File: src/design/ppfm_pkg.sv
// ----------------------------------------------------------------------------
// ppfm_pkg
// Shared widths, constants, register codes and types of the pitch-priority
// X-fin mixer.
// ----------------------------------------------------------------------------
package ppfm_pkg;

	// Fixed-point formats.
	localparam int ANGLE_FRAC_BITS = 8;
	localparam int SCALE_FRAC_BITS = 16;

	// Field widths.
	localparam int FIELD_W = 17;
	localparam int LIM_W   = 16;
	localparam int MASK_W  = 4;
	localparam int LAT_W   = FIELD_W + 1;
	localparam int ABS_W   = FIELD_W + 1;
	localparam int K_W     = SCALE_FRAC_BITS + 1;
	localparam int PROD_W  = K_W + 1 + LAT_W;
	localparam int SUM_W   = PROD_W + 1;
	localparam int CNT_W   = $clog2(SCALE_FRAC_BITS + 1);

	// Pitch gives up 45 degrees of the servo range to the lateral terms.
	localparam int PITCH_OFS = 45 << ANGLE_FRAC_BITS;

	// Unscaled lateral gain.
	localparam logic [K_W-1:0] K_ONE = {1'b1, {SCALE_FRAC_BITS{1'b0}}};

	// Stream payload widths, padded to whole bytes.
	localparam int NUM_IN      = 3;
	localparam int NUM_OUT     = 5;
	localparam int IN_TDATA_W  = ((NUM_IN * FIELD_W + 7) / 8) * 8;
	localparam int OUT_TDATA_W = ((NUM_OUT * FIELD_W + 7) / 8) * 8;

	// Job queue between front and back.
	localparam int QUEUE_DEPTH = 2;
	localparam int QPTR_W      = $clog2(QUEUE_DEPTH);
	localparam int QCNT_W      = $clog2(QUEUE_DEPTH + 1);

	// Configuration port.
	localparam int CFG_ADDR_W = 8;
	localparam int CFG_DATA_W = 16;
	localparam logic [CFG_ADDR_W-1:0] REG_SERVO_LIMIT = 8'd0;
	localparam logic [CFG_ADDR_W-1:0] REG_FIN_MASK    = 8'd1;
	localparam logic [LIM_W-1:0]      LIMIT_RESET     = 16'd23040;
	localparam logic [MASK_W-1:0]     MASK_RESET      = 4'd0;

	// One classified command on its way from front to back.
	typedef struct packed {
		logic signed [FIELD_W-1:0] pitch;    // clamped pitch
		logic signed [LAT_W-1:0]   lat_sum;  // roll + yaw
		logic signed [LAT_W-1:0]   lat_diff; // yaw - roll
		logic [LIM_W-1:0]          num;      // limit - |pitch|
		logic [ABS_W-1:0]          amax;     // largest lateral magnitude
		logic                      bypass;   // gain stays at one, no divide
	} ppfm_job_t;

	// One result; fin_up_left sits in the lowest bits.
	typedef struct packed {
		logic [FIELD_W-1:0]        lateral_scale;
		logic signed [FIELD_W-1:0] fin_down_left;
		logic signed [FIELD_W-1:0] fin_down_right;
		logic signed [FIELD_W-1:0] fin_up_right;
		logic signed [FIELD_W-1:0] fin_up_left;
	} ppfm_result_t;

	// Back-end sequencer states.
	typedef enum logic [3:0] {
		ST_IDLE = 4'b0001,
		ST_DIV  = 4'b0010,
		ST_MUL  = 4'b0100,
		ST_FIN  = 4'b1000
	} ppfm_state_t;

endpackage

File: src/design/ppfm_front.sv
// ----------------------------------------------------------------------------
// ppfm_front
// Front end: clamps pitch, forms the lateral terms and classifies each
// command as needing a gain divide or keeping unit gain.
// ----------------------------------------------------------------------------
module ppfm_front import ppfm_pkg::*; (
	input  logic                      in_valid,
	output logic                      in_ready,
	input  logic signed [FIELD_W-1:0] pitch_cmd,
	input  logic signed [FIELD_W-1:0] roll_cmd,
	input  logic signed [FIELD_W-1:0] yaw_cmd,
	input  logic [LIM_W-1:0]          fin_travel_limit,
	output logic                      job_valid,
	input  logic                      job_ready,
	output ppfm_job_t                 job
);

	logic [LIM_W-1:0]          pitch_lim;
	logic signed [FIELD_W:0]   pitch_ext;
	logic signed [FIELD_W:0]   plim_pos;
	logic signed [FIELD_W:0]   plim_neg;
	logic signed [FIELD_W-1:0] pitch_cl;
	logic [LIM_W-1:0]          pitch_abs;
	logic signed [LAT_W-1:0]   lat_sum;
	logic signed [LAT_W-1:0]   lat_diff;
	logic [ABS_W-1:0]          abs_sum;
	logic [ABS_W-1:0]          abs_diff;
	logic [ABS_W-1:0]          amax;
	logic [LIM_W-1:0]          num;

	// Pitch limit is the servo limit less 45 degrees, never below zero.
	always_comb begin
		if (32'(fin_travel_limit) > PITCH_OFS) begin
			pitch_lim = LIM_W'(32'(fin_travel_limit) - PITCH_OFS);
		end else begin
			pitch_lim = '0;
		end
	end

	// Clamp pitch to the symmetric pitch limit.
	always_comb begin
		pitch_ext = (FIELD_W + 1)'(pitch_cmd);
		plim_pos  = signed'((FIELD_W + 1)'(pitch_lim));
		plim_neg  = -plim_pos;
		if (pitch_ext > plim_pos) begin
			pitch_cl = FIELD_W'(plim_pos);
		end else if (pitch_ext < plim_neg) begin
			pitch_cl = FIELD_W'(plim_neg);
		end else begin
			pitch_cl = pitch_cmd;
		end
		pitch_abs = pitch_cl[FIELD_W-1] ? LIM_W'(-pitch_cl) : LIM_W'(pitch_cl);
	end

	// Lateral terms; the other two fins carry their negations.
	always_comb begin
		lat_sum  = LAT_W'(roll_cmd) + LAT_W'(yaw_cmd);
		lat_diff = LAT_W'(yaw_cmd) - LAT_W'(roll_cmd);
		abs_sum  = lat_sum[LAT_W-1] ? ABS_W'(-lat_sum) : ABS_W'(lat_sum);
		abs_diff = lat_diff[LAT_W-1] ? ABS_W'(-lat_diff) : ABS_W'(lat_diff);
		amax     = (abs_sum > abs_diff) ? abs_sum : abs_diff;
		num      = fin_travel_limit - pitch_abs;
	end

	// The tightest fin sets the gain: num / amax, held at one when that is
	// at least one or when every lateral term is zero.
	always_comb begin
		job.pitch    = pitch_cl;
		job.lat_sum  = lat_sum;
		job.lat_diff = lat_diff;
		job.num      = num;
		job.amax     = amax;
		job.bypass   = (amax == '0) || (ABS_W'(num) >= amax);
	end

	assign job_valid = in_valid;
	assign in_ready  = job_ready;

endmodule

File: src/design/ppfm_queue.sv
// ----------------------------------------------------------------------------
// ppfm_queue
// Short job queue that lets the front end keep taking beats while the back
// end divides.
// ----------------------------------------------------------------------------
module ppfm_queue import ppfm_pkg::*; (
	input  logic      clk,
	input  logic      arst_n,
	input  logic      push_valid,
	output logic      push_ready,
	input  ppfm_job_t push_job,
	output logic      pop_valid,
	input  logic      pop_ready,
	output ppfm_job_t pop_job
);

	ppfm_job_t         entry_q [QUEUE_DEPTH];
	logic [QPTR_W-1:0] wr_ptr_q;
	logic [QPTR_W-1:0] rd_ptr_q;
	logic [QCNT_W-1:0] count_q;
	logic              do_push;
	logic              do_pop;

	assign push_ready = (count_q != QCNT_W'(QUEUE_DEPTH));
	assign pop_valid  = (count_q != '0);
	assign pop_job    = entry_q[rd_ptr_q];
	assign do_push    = push_valid && push_ready;
	assign do_pop     = pop_valid && pop_ready;

	// Pointers and fill count.
	always_ff @(posedge clk or negedge arst_n) begin
		if (!arst_n) begin
			wr_ptr_q <= '0;
			rd_ptr_q <= '0;
			count_q  <= '0;
		end else begin
			if (do_push) begin
				wr_ptr_q <= (wr_ptr_q == QPTR_W'(QUEUE_DEPTH - 1)) ? '0 : wr_ptr_q + 1'b1;
			end
			if (do_pop) begin
				rd_ptr_q <= (rd_ptr_q == QPTR_W'(QUEUE_DEPTH - 1)) ? '0 : rd_ptr_q + 1'b1;
			end
			if (do_push && !do_pop) begin
				count_q <= count_q + 1'b1;
			end else if (do_pop && !do_push) begin
				count_q <= count_q - 1'b1;
			end
		end
	end

	// Job storage.
	always_ff @(posedge clk) begin
		if (do_push) begin
			entry_q[wr_ptr_q] <= push_job;
		end
	end

endmodule

File: src/design/ppfm_back.sv
// ----------------------------------------------------------------------------
// ppfm_back
// Back end: restoring divider for the lateral gain, two gain multipliers and
// the fin output register.
// ----------------------------------------------------------------------------
module ppfm_back import ppfm_pkg::*; (
	input  logic              clk,
	input  logic              arst_n,
	input  logic              job_valid,
	output logic              job_ready,
	input  ppfm_job_t         job,
	input  logic [MASK_W-1:0] fin_sign_mask,
	output logic              out_valid,
	input  logic              out_ready,
	output ppfm_result_t      result
);

	ppfm_state_t                state_q;
	logic [CNT_W-1:0]           cnt_q;
	logic signed [FIELD_W-1:0]  pitch_q;
	logic signed [LAT_W-1:0]    lat_sum_q;
	logic signed [LAT_W-1:0]    lat_diff_q;
	logic [ABS_W-1:0]           amax_q;
	logic [ABS_W:0]             rem_q;
	logic [SCALE_FRAC_BITS-1:0] quo_q;
	logic [K_W-1:0]             k_q;
	logic signed [PROD_W-1:0]   prod_sum_q;
	logic signed [PROD_W-1:0]   prod_diff_q;
	logic                       out_valid_q;
	ppfm_result_t               result_q;
	logic [ABS_W:0]             rem_shift;
	logic                       rem_ge;
	logic [ABS_W:0]             rem_next;
	logic [SCALE_FRAC_BITS-1:0] quo_next;
	logic                       out_load;

	// One fin: truncate (pitch*one + k*L) / one toward zero, then apply sign.
	function automatic logic signed [FIELD_W-1:0] fin_calc(
		input logic signed [FIELD_W-1:0] p,
		input logic signed [PROD_W-1:0]  prod,
		input logic                      neg
	);
		logic signed [SUM_W-1:0]   s;
		logic signed [SUM_W-1:0]   q;
		logic signed [FIELD_W-1:0] v;
		s = (SUM_W'(p) <<< SCALE_FRAC_BITS) + SUM_W'(prod);
		q = s >>> SCALE_FRAC_BITS;
		if (s[SUM_W-1] && (|s[SCALE_FRAC_BITS-1:0])) begin
			q = q + SUM_W'(1);
		end
		v = q[FIELD_W-1:0];
		if (neg) begin
			v = -v;
		end
		return v;
	endfunction

	// One restoring divide step per cycle.
	always_comb begin
		rem_shift = {rem_q[ABS_W-1:0], 1'b0};
		rem_ge    = (rem_shift >= {1'b0, amax_q});
		rem_next  = rem_ge ? rem_shift - {1'b0, amax_q} : rem_shift;
		quo_next  = {quo_q[SCALE_FRAC_BITS-2:0], rem_ge};
	end

	assign job_ready = (state_q == ST_IDLE);
	assign out_load  = (state_q == ST_FIN) && (!out_valid_q || out_ready);
	assign out_valid = out_valid_q;
	assign result    = result_q;

	// Sequencer and handshake state.
	always_ff @(posedge clk or negedge arst_n) begin
		if (!arst_n) begin
			state_q     <= ST_IDLE;
			cnt_q       <= '0;
			out_valid_q <= 1'b0;
		end else begin
			case (state_q)
				ST_IDLE: begin
					if (job_valid) begin
						cnt_q   <= CNT_W'(SCALE_FRAC_BITS);
						state_q <= job.bypass ? ST_MUL : ST_DIV;
					end
				end
				ST_DIV: begin
					cnt_q <= cnt_q - 1'b1;
					if (cnt_q == CNT_W'(1)) begin
						state_q <= ST_MUL;
					end
				end
				ST_MUL: begin
					state_q <= ST_FIN;
				end
				ST_FIN: begin
					if (out_load) begin
						state_q <= ST_IDLE;
					end
				end
				default: begin
					state_q <= ST_IDLE;
				end
			endcase
			if (out_load) begin
				out_valid_q <= 1'b1;
			end else if (out_ready) begin
				out_valid_q <= 1'b0;
			end
		end
	end

	// Datapath registers.
	always_ff @(posedge clk) begin
		case (state_q)
			ST_IDLE: begin
				if (job_valid) begin
					pitch_q    <= job.pitch;
					lat_sum_q  <= job.lat_sum;
					lat_diff_q <= job.lat_diff;
					amax_q     <= job.amax;
					rem_q      <= (ABS_W + 1)'(job.num);
					quo_q      <= '0;
					k_q        <= K_ONE;
				end
			end
			ST_DIV: begin
				rem_q <= rem_next;
				quo_q <= quo_next;
				if (cnt_q == CNT_W'(1)) begin
					k_q <= K_W'(quo_next);
				end
			end
			ST_MUL: begin
				prod_sum_q  <= signed'({1'b0, k_q}) * lat_sum_q;
				prod_diff_q <= signed'({1'b0, k_q}) * lat_diff_q;
			end
			ST_FIN: begin
				if (out_load) begin
					result_q.fin_up_left    <= fin_calc(pitch_q, prod_sum_q, fin_sign_mask[0]);
					result_q.fin_up_right   <= fin_calc(pitch_q, -prod_sum_q, fin_sign_mask[1]);
					result_q.fin_down_right <= fin_calc(pitch_q, prod_diff_q, fin_sign_mask[2]);
					result_q.fin_down_left  <= fin_calc(pitch_q, -prod_diff_q, fin_sign_mask[3]);
					result_q.lateral_scale  <= FIELD_W'(k_q);
				end
			end
			default: begin
			end
		endcase
	end

endmodule

File: src/design/pitch_priority_fin_mixer_top.sv
// ----------------------------------------------------------------------------
// pitch_priority_fin_mixer_top
// Pitch-priority X-fin mixer with a common lateral desaturation gain.
//
//   channel   direction  beat contents (lowest bits first)
//   s_axis    in         pitch_cmd, roll_cmd, yaw_cmd (17 bit signed each)
//   m_axis    out        fin_up_left, fin_up_right, fin_down_right,
//                        fin_down_left (17 bit signed), lateral_scale (17 bit)
//   cfg       in         cfg_addr 0 fin_travel_limit, 1 fin_sign_mask
//
// The back end loads a beat, runs 16 restoring divider steps when the gain
// must be divided out (none when it stays one), then multiplies and writes
// the output register; the shared restoring divider sets the sustained rate.
// A two-entry queue takes input beats while the back end works, and the
// output register holds a result while the next one is computed.
// Reset sets the limit to 90 degrees and clears the sign mask.
// ----------------------------------------------------------------------------
module pitch_priority_fin_mixer_top import ppfm_pkg::*; (
	input  logic                   clk,
	input  logic                   arst_n,
	input  logic                   s_axis_tvalid,
	output logic                   s_axis_tready,
	// pitch_cmd [16:0], roll_cmd [33:17], yaw_cmd [50:34], zero pad
	input  logic [IN_TDATA_W-1:0]  s_axis_tdata,
	output logic                   m_axis_tvalid,
	input  logic                   m_axis_tready,
	// fin_up_left, fin_up_right, fin_down_right, fin_down_left,
	// lateral_scale, 17 bits each from bit 0, zero pad
	output logic [OUT_TDATA_W-1:0] m_axis_tdata,
	input  logic                   cfg_valid,
	output logic                   cfg_ready,
	input  logic [CFG_ADDR_W-1:0]  cfg_addr,
	input  logic [CFG_DATA_W-1:0]  cfg_data
);

	logic [LIM_W-1:0]  fin_travel_limit_q;
	logic [MASK_W-1:0] fin_sign_mask_q;
	logic              push_valid;
	logic              push_ready;
	ppfm_job_t         push_job;
	logic              pop_valid;
	logic              pop_ready;
	ppfm_job_t         pop_job;
	ppfm_result_t      result;

	// Configuration registers; unknown indexes are ignored.
	assign cfg_ready = 1'b1;

	always_ff @(posedge clk or negedge arst_n) begin
		if (!arst_n) begin
			fin_travel_limit_q <= LIMIT_RESET;
			fin_sign_mask_q    <= MASK_RESET;
		end else if (cfg_valid) begin
			case (cfg_addr)
				REG_SERVO_LIMIT: fin_travel_limit_q <= LIM_W'(cfg_data);
				REG_FIN_MASK:    fin_sign_mask_q    <= MASK_W'(cfg_data);
				default: begin
				end
			endcase
		end
	end

	// Front end classifies each command beat.
	ppfm_front u_front (
		.in_valid         (s_axis_tvalid),
		.in_ready         (s_axis_tready),
		.pitch_cmd        (s_axis_tdata[FIELD_W-1:0]),
		.roll_cmd         (s_axis_tdata[2*FIELD_W-1:FIELD_W]),
		.yaw_cmd          (s_axis_tdata[3*FIELD_W-1:2*FIELD_W]),
		.fin_travel_limit (fin_travel_limit_q),
		.job_valid        (push_valid),
		.job_ready        (push_ready),
		.job              (push_job)
	);

	ppfm_queue u_queue (
		.clk        (clk),
		.arst_n     (arst_n),
		.push_valid (push_valid),
		.push_ready (push_ready),
		.push_job   (push_job),
		.pop_valid  (pop_valid),
		.pop_ready  (pop_ready),
		.pop_job    (pop_job)
	);

	ppfm_back u_back (
		.clk           (clk),
		.arst_n        (arst_n),
		.job_valid     (pop_valid),
		.job_ready     (pop_ready),
		.job           (pop_job),
		.fin_sign_mask (fin_sign_mask_q),
		.out_valid     (m_axis_tvalid),
		.out_ready     (m_axis_tready),
		.result        (result)
	);

	// Pack the result beat.
	assign m_axis_tdata = {{(OUT_TDATA_W - NUM_OUT * FIELD_W){1'b0}}, result};

endmodule

File: config.mk
export PLATFORM = sky130hd
export DESIGN_NAME = pitch_priority_fin_mixer_top
export DESIGN_NICKNAME = d
export VERILOG_FILES = /design/src/design/ppfm_pkg.sv /design/src/design/ppfm_front.sv /design/src/design/ppfm_queue.sv /design/src/design/ppfm_back.sv /design/src/design/pitch_priority_fin_mixer_top.sv
export SDC_FILE = /design/constraint.sdc
export NUM_CORES = 2
export LEC_CHECK = 0
export BUFFER_PORTS_ARGS = -buffer_cell sky130_fd_sc_hd__buf_2
export CORE_AREA = 2 2 212 423
export CTS_CLUSTER_DIAMETER = 100
export CTS_CLUSTER_SIZE = 24
export DETAILED_ROUTE_END_ITERATION = 7
export DIE_AREA = 0 0 214 425
export PLACE_DENSITY_LB_ADDON = 0.2
export SYNTH_ARGS = -nofsm -noshare
export SYNTH_HDL_FRONTEND = slang
export SYNTH_SLANG_ARGS = --single-unit
File: constraint.sdc
create_clock -name clk -period 10.1 [get_ports clk]
set_input_delay 1.01 -clock clk [delete_from_list [all_inputs] [get_ports clk]]
set_output_delay 1.01 -clock clk [all_outputs]
set_load 0.02 [all_outputs]
==> impl_metrics.json <==
{
  "cts_setup_buffers": 0,
  "layout_commonest_cell": "inv_1",
  "coreArea_sq_um": 87700,
  "antenna_found_initial": 1,
  "path_clk_slew_ns": 0.10,
  "place_area_sq_um": 54200,
  "critPathKind": "reg2reg",
  "grt_pass1_wl_microns": 210000,
  "synth_edf_count": 447,
  "finalSetupTns_ns": 0,
  "end_kind": "flip-flop",
  "path_buf_inv": 4,
  "area.growth.synth_to_final_pct": 5.08,
  "slew_violations": 0,
  "fin_skew_ns": 0.0544,
  "grt_pass1_vias": 39090,
  "max_freq_mhz": 108,
  "clockBufferDepth": 3,
  "path_max_fanout": 16,
  "ys.flop_type": "edfxtp_1",
  "yosysWarnings": 0,
  "grt_busiest_layer": "met2",
  "critPathLaunch": "fin_travel_limit_q[8]",
  "die_area_sq_um": 91000,
  "num-fill-cells": 7282,
  "drc": 0,
  "htree_levels": 1,
  "wire_per_inst_microns": 20.3,
  "seq_area_frac_synth_pct": 27.3,
  "cpPeakStageDelay_ns": 0.59,
  "clk-insertion-delay-late_ns": 0.66,
  "cts_inserted_buffers": 25,
  "critical_path.top_delay_family": "compound AO/OA/AOI/OAI gates",
  "layout_min_cycle_time_ns": 9.22,
  "grt_use_total_pct": 29.3,
  "final_cell_mix": "inv_1, nand2_1, ha_1, fa_1, edfxtp_1",
  "first_pass_iters": 5,
  "cts_resized": 0,
  "drive_gt1_share_pct": 7.76,
  "setup_viol_count_final": 0,
  "slowest_stage": "a2111oi_0",
  "cap_violations": 0,
  "finalCritPeriodShare_pct": 91.3,
  "nets": 6446,
  "die_w_microns": 214,
  "yosysUniqueCellTypes": 107,
  "gp_congestion": 0.950,
  "critPathRequiredTime_ns": 10.57,
  "worst_slew_pin_slew_ns": 1.20,
  "gr-total-overflow": 0,
  "fin_util_pct": 62.7,
  "drt-initial-drc-count": 2476,
  "clock_sinks": 481,
  "ios": 176,
  "fin_cells": 6570,
  "synth-async-reset-ratio_pct": 7.07,
  "cts_hold_buf": 0,
  "rsz0062_at_grt": "false",
  "synthesis.area_sq_um": 52300,
  "placed_cells": 6524,
  "dp_hpwl_microns": 104000,
  "hold_path_class": "in2async",
  "syn_avg_cell_area_sq_um": 9.81,
  "die_h_microns": 425,
  "reg2reg_from": "fin_travel_limit_q[8]",
  "final-hold-violation-count": 0,
  "final_area_sq_um": 55000,
  "grt_max_degree": 81,
  "start_kind": "flip-flop",
  "postRouteAntennaNets": 0,
  "worstPathArrival_ns": 9.70,
  "antenna_cells": 0,
  "use_met1_pct": 35.7,
  "io_buffers": 166,
  "slew_headroom_pct": 19.8,
  "status": "complete, no violations",
  "std_cell_rows": 154,
  "use_met3_pct": 2.31,
  "start_util_pct": 59.7,
  "root_buffer": "clkbuf_16",
  "synthCells": 5334,
  "cts_tree": "built",
  "vias_per_cell": 5.90,
  "wl_microns": 133000,
  "ys_ff_latch": 481,
  "grt_util_met2_pct": 51.4,
  "vias": 38766
}
routing by layer:
metal | part of all wire [%] | vias to the layer above
li1 | - | 18128
met1 | 39 | 19125
met2 | 50 | 1159
met3 | 4.6 | 352
met4 | 6.3 | 2
met5 | 0.0098 | -
final cells by class:
type | instances | area, sq um | area share, %
multi-input combinational | 3909 | 34400 | 62.7
sequential | 481 | 14300 | 26.0
inverter | 752 | 2820 | 5.14
tap | 1170 | 1460 | 2.66
timing repair buffer | 212 | 1180 | 2.14
clock buffer | 41 | 696 | 1.27
clock inverter | 5 | 75.1 | 0.137
path summary, 6_finish.rpt:
kind,to,slack (ns),cells past startpoint
setup / recovery,u_queue.entry_q[0][0],0.88,39
hold / removal,fin_travel_limit_q[13],0.48,1
setup reg to reg,u_queue.entry_q[0][0],0.88,39
hold reg to reg,u_back.cnt_q[4],0.50,1
max in group asynchronous,u_queue.rd_ptr_q,8.96,1
min in group clk,u_back.cnt_q[4],0.50,1
synthesized netlist by cell type (51+ instances only):
library cell / n / area [sq um]
nor2_1: 212 / 796
clkbuf_1: 171 / 642
mux2_2: 93 / 1050
inv_1: 749 / 2810
o21ai_0: 160 / 801
nand2b_1: 63 / 394
o21a_1: 55 / 413
nor3_1: 88 / 440
ha_1: 492 / 6160
and2_1: 283 / 1770
nand2_1: 534 / 2000
a21oi_1: 175 / 876
mux2i_1: 51 / 510
xor2_1: 101 / 885
edfxtp_1: 447 / 13400
nor2b_1: 58 / 363
a21o_1: 94 / 706
xnor2_1: 259 / 2270
nand3_1: 75 / 375
fa_1: 488 / 9770
cells by family after synthesis:
family / share of synthesized area (%)
adders and majority gates: 30.4
buffers and inverters: 6.95
muxes: 3.02
and+or+nand+nor: 15.5
other: 0.0144
AOI/OAI and AO/OA: 10.7
DFF: 27.3
xor gates and xnor gates: 6.12
through the flow:
stage          hold slack (ns)  worst slack (ns)
5_1_grt                  0.524            0.0918
4_1_cts                  0.480             0.574
2_1_floorplan            0.424             0.994
3_3_place_gp             0.472             0.873
6_report                 0.483             0.875
3_5_place_dp             0.482             0.629
state kept, by name, indices dropped and copies added, names as in the netlist, 2 cells and up:
signal	cells
fin_sign_mask_q	4
fin_travel_limit_q	16
u_back.amax_q	18
u_back.cnt_q	5
u_back.k_q	17
u_back.lat_diff_q	17
u_back.lat_sum_q	17
u_back.pitch_q	17
u_back.prod_diff_q	36
u_back.prod_sum_q	35
u_back.quo_q	15
u_back.rem_q	18
u_back.result	85
u_back.state_q	4
u_queue.count_q	2
u_queue.entry_q	172
worst register-to-register path: cells and delay by family, from the launching register on:
kind            cells  cell delay (ns)
buf+inv             4             0.46
mux                 1             0.32
simple gates        8             1.66
flops               1             0.51
compound gates     19             3.91
fa+ha+maj           6             1.73
xor+xnor            1             0.47
Power is left out: the tool's default activity adds up to more than one toggle a clock period on the data nets, which glitch-free logic cannot reach.
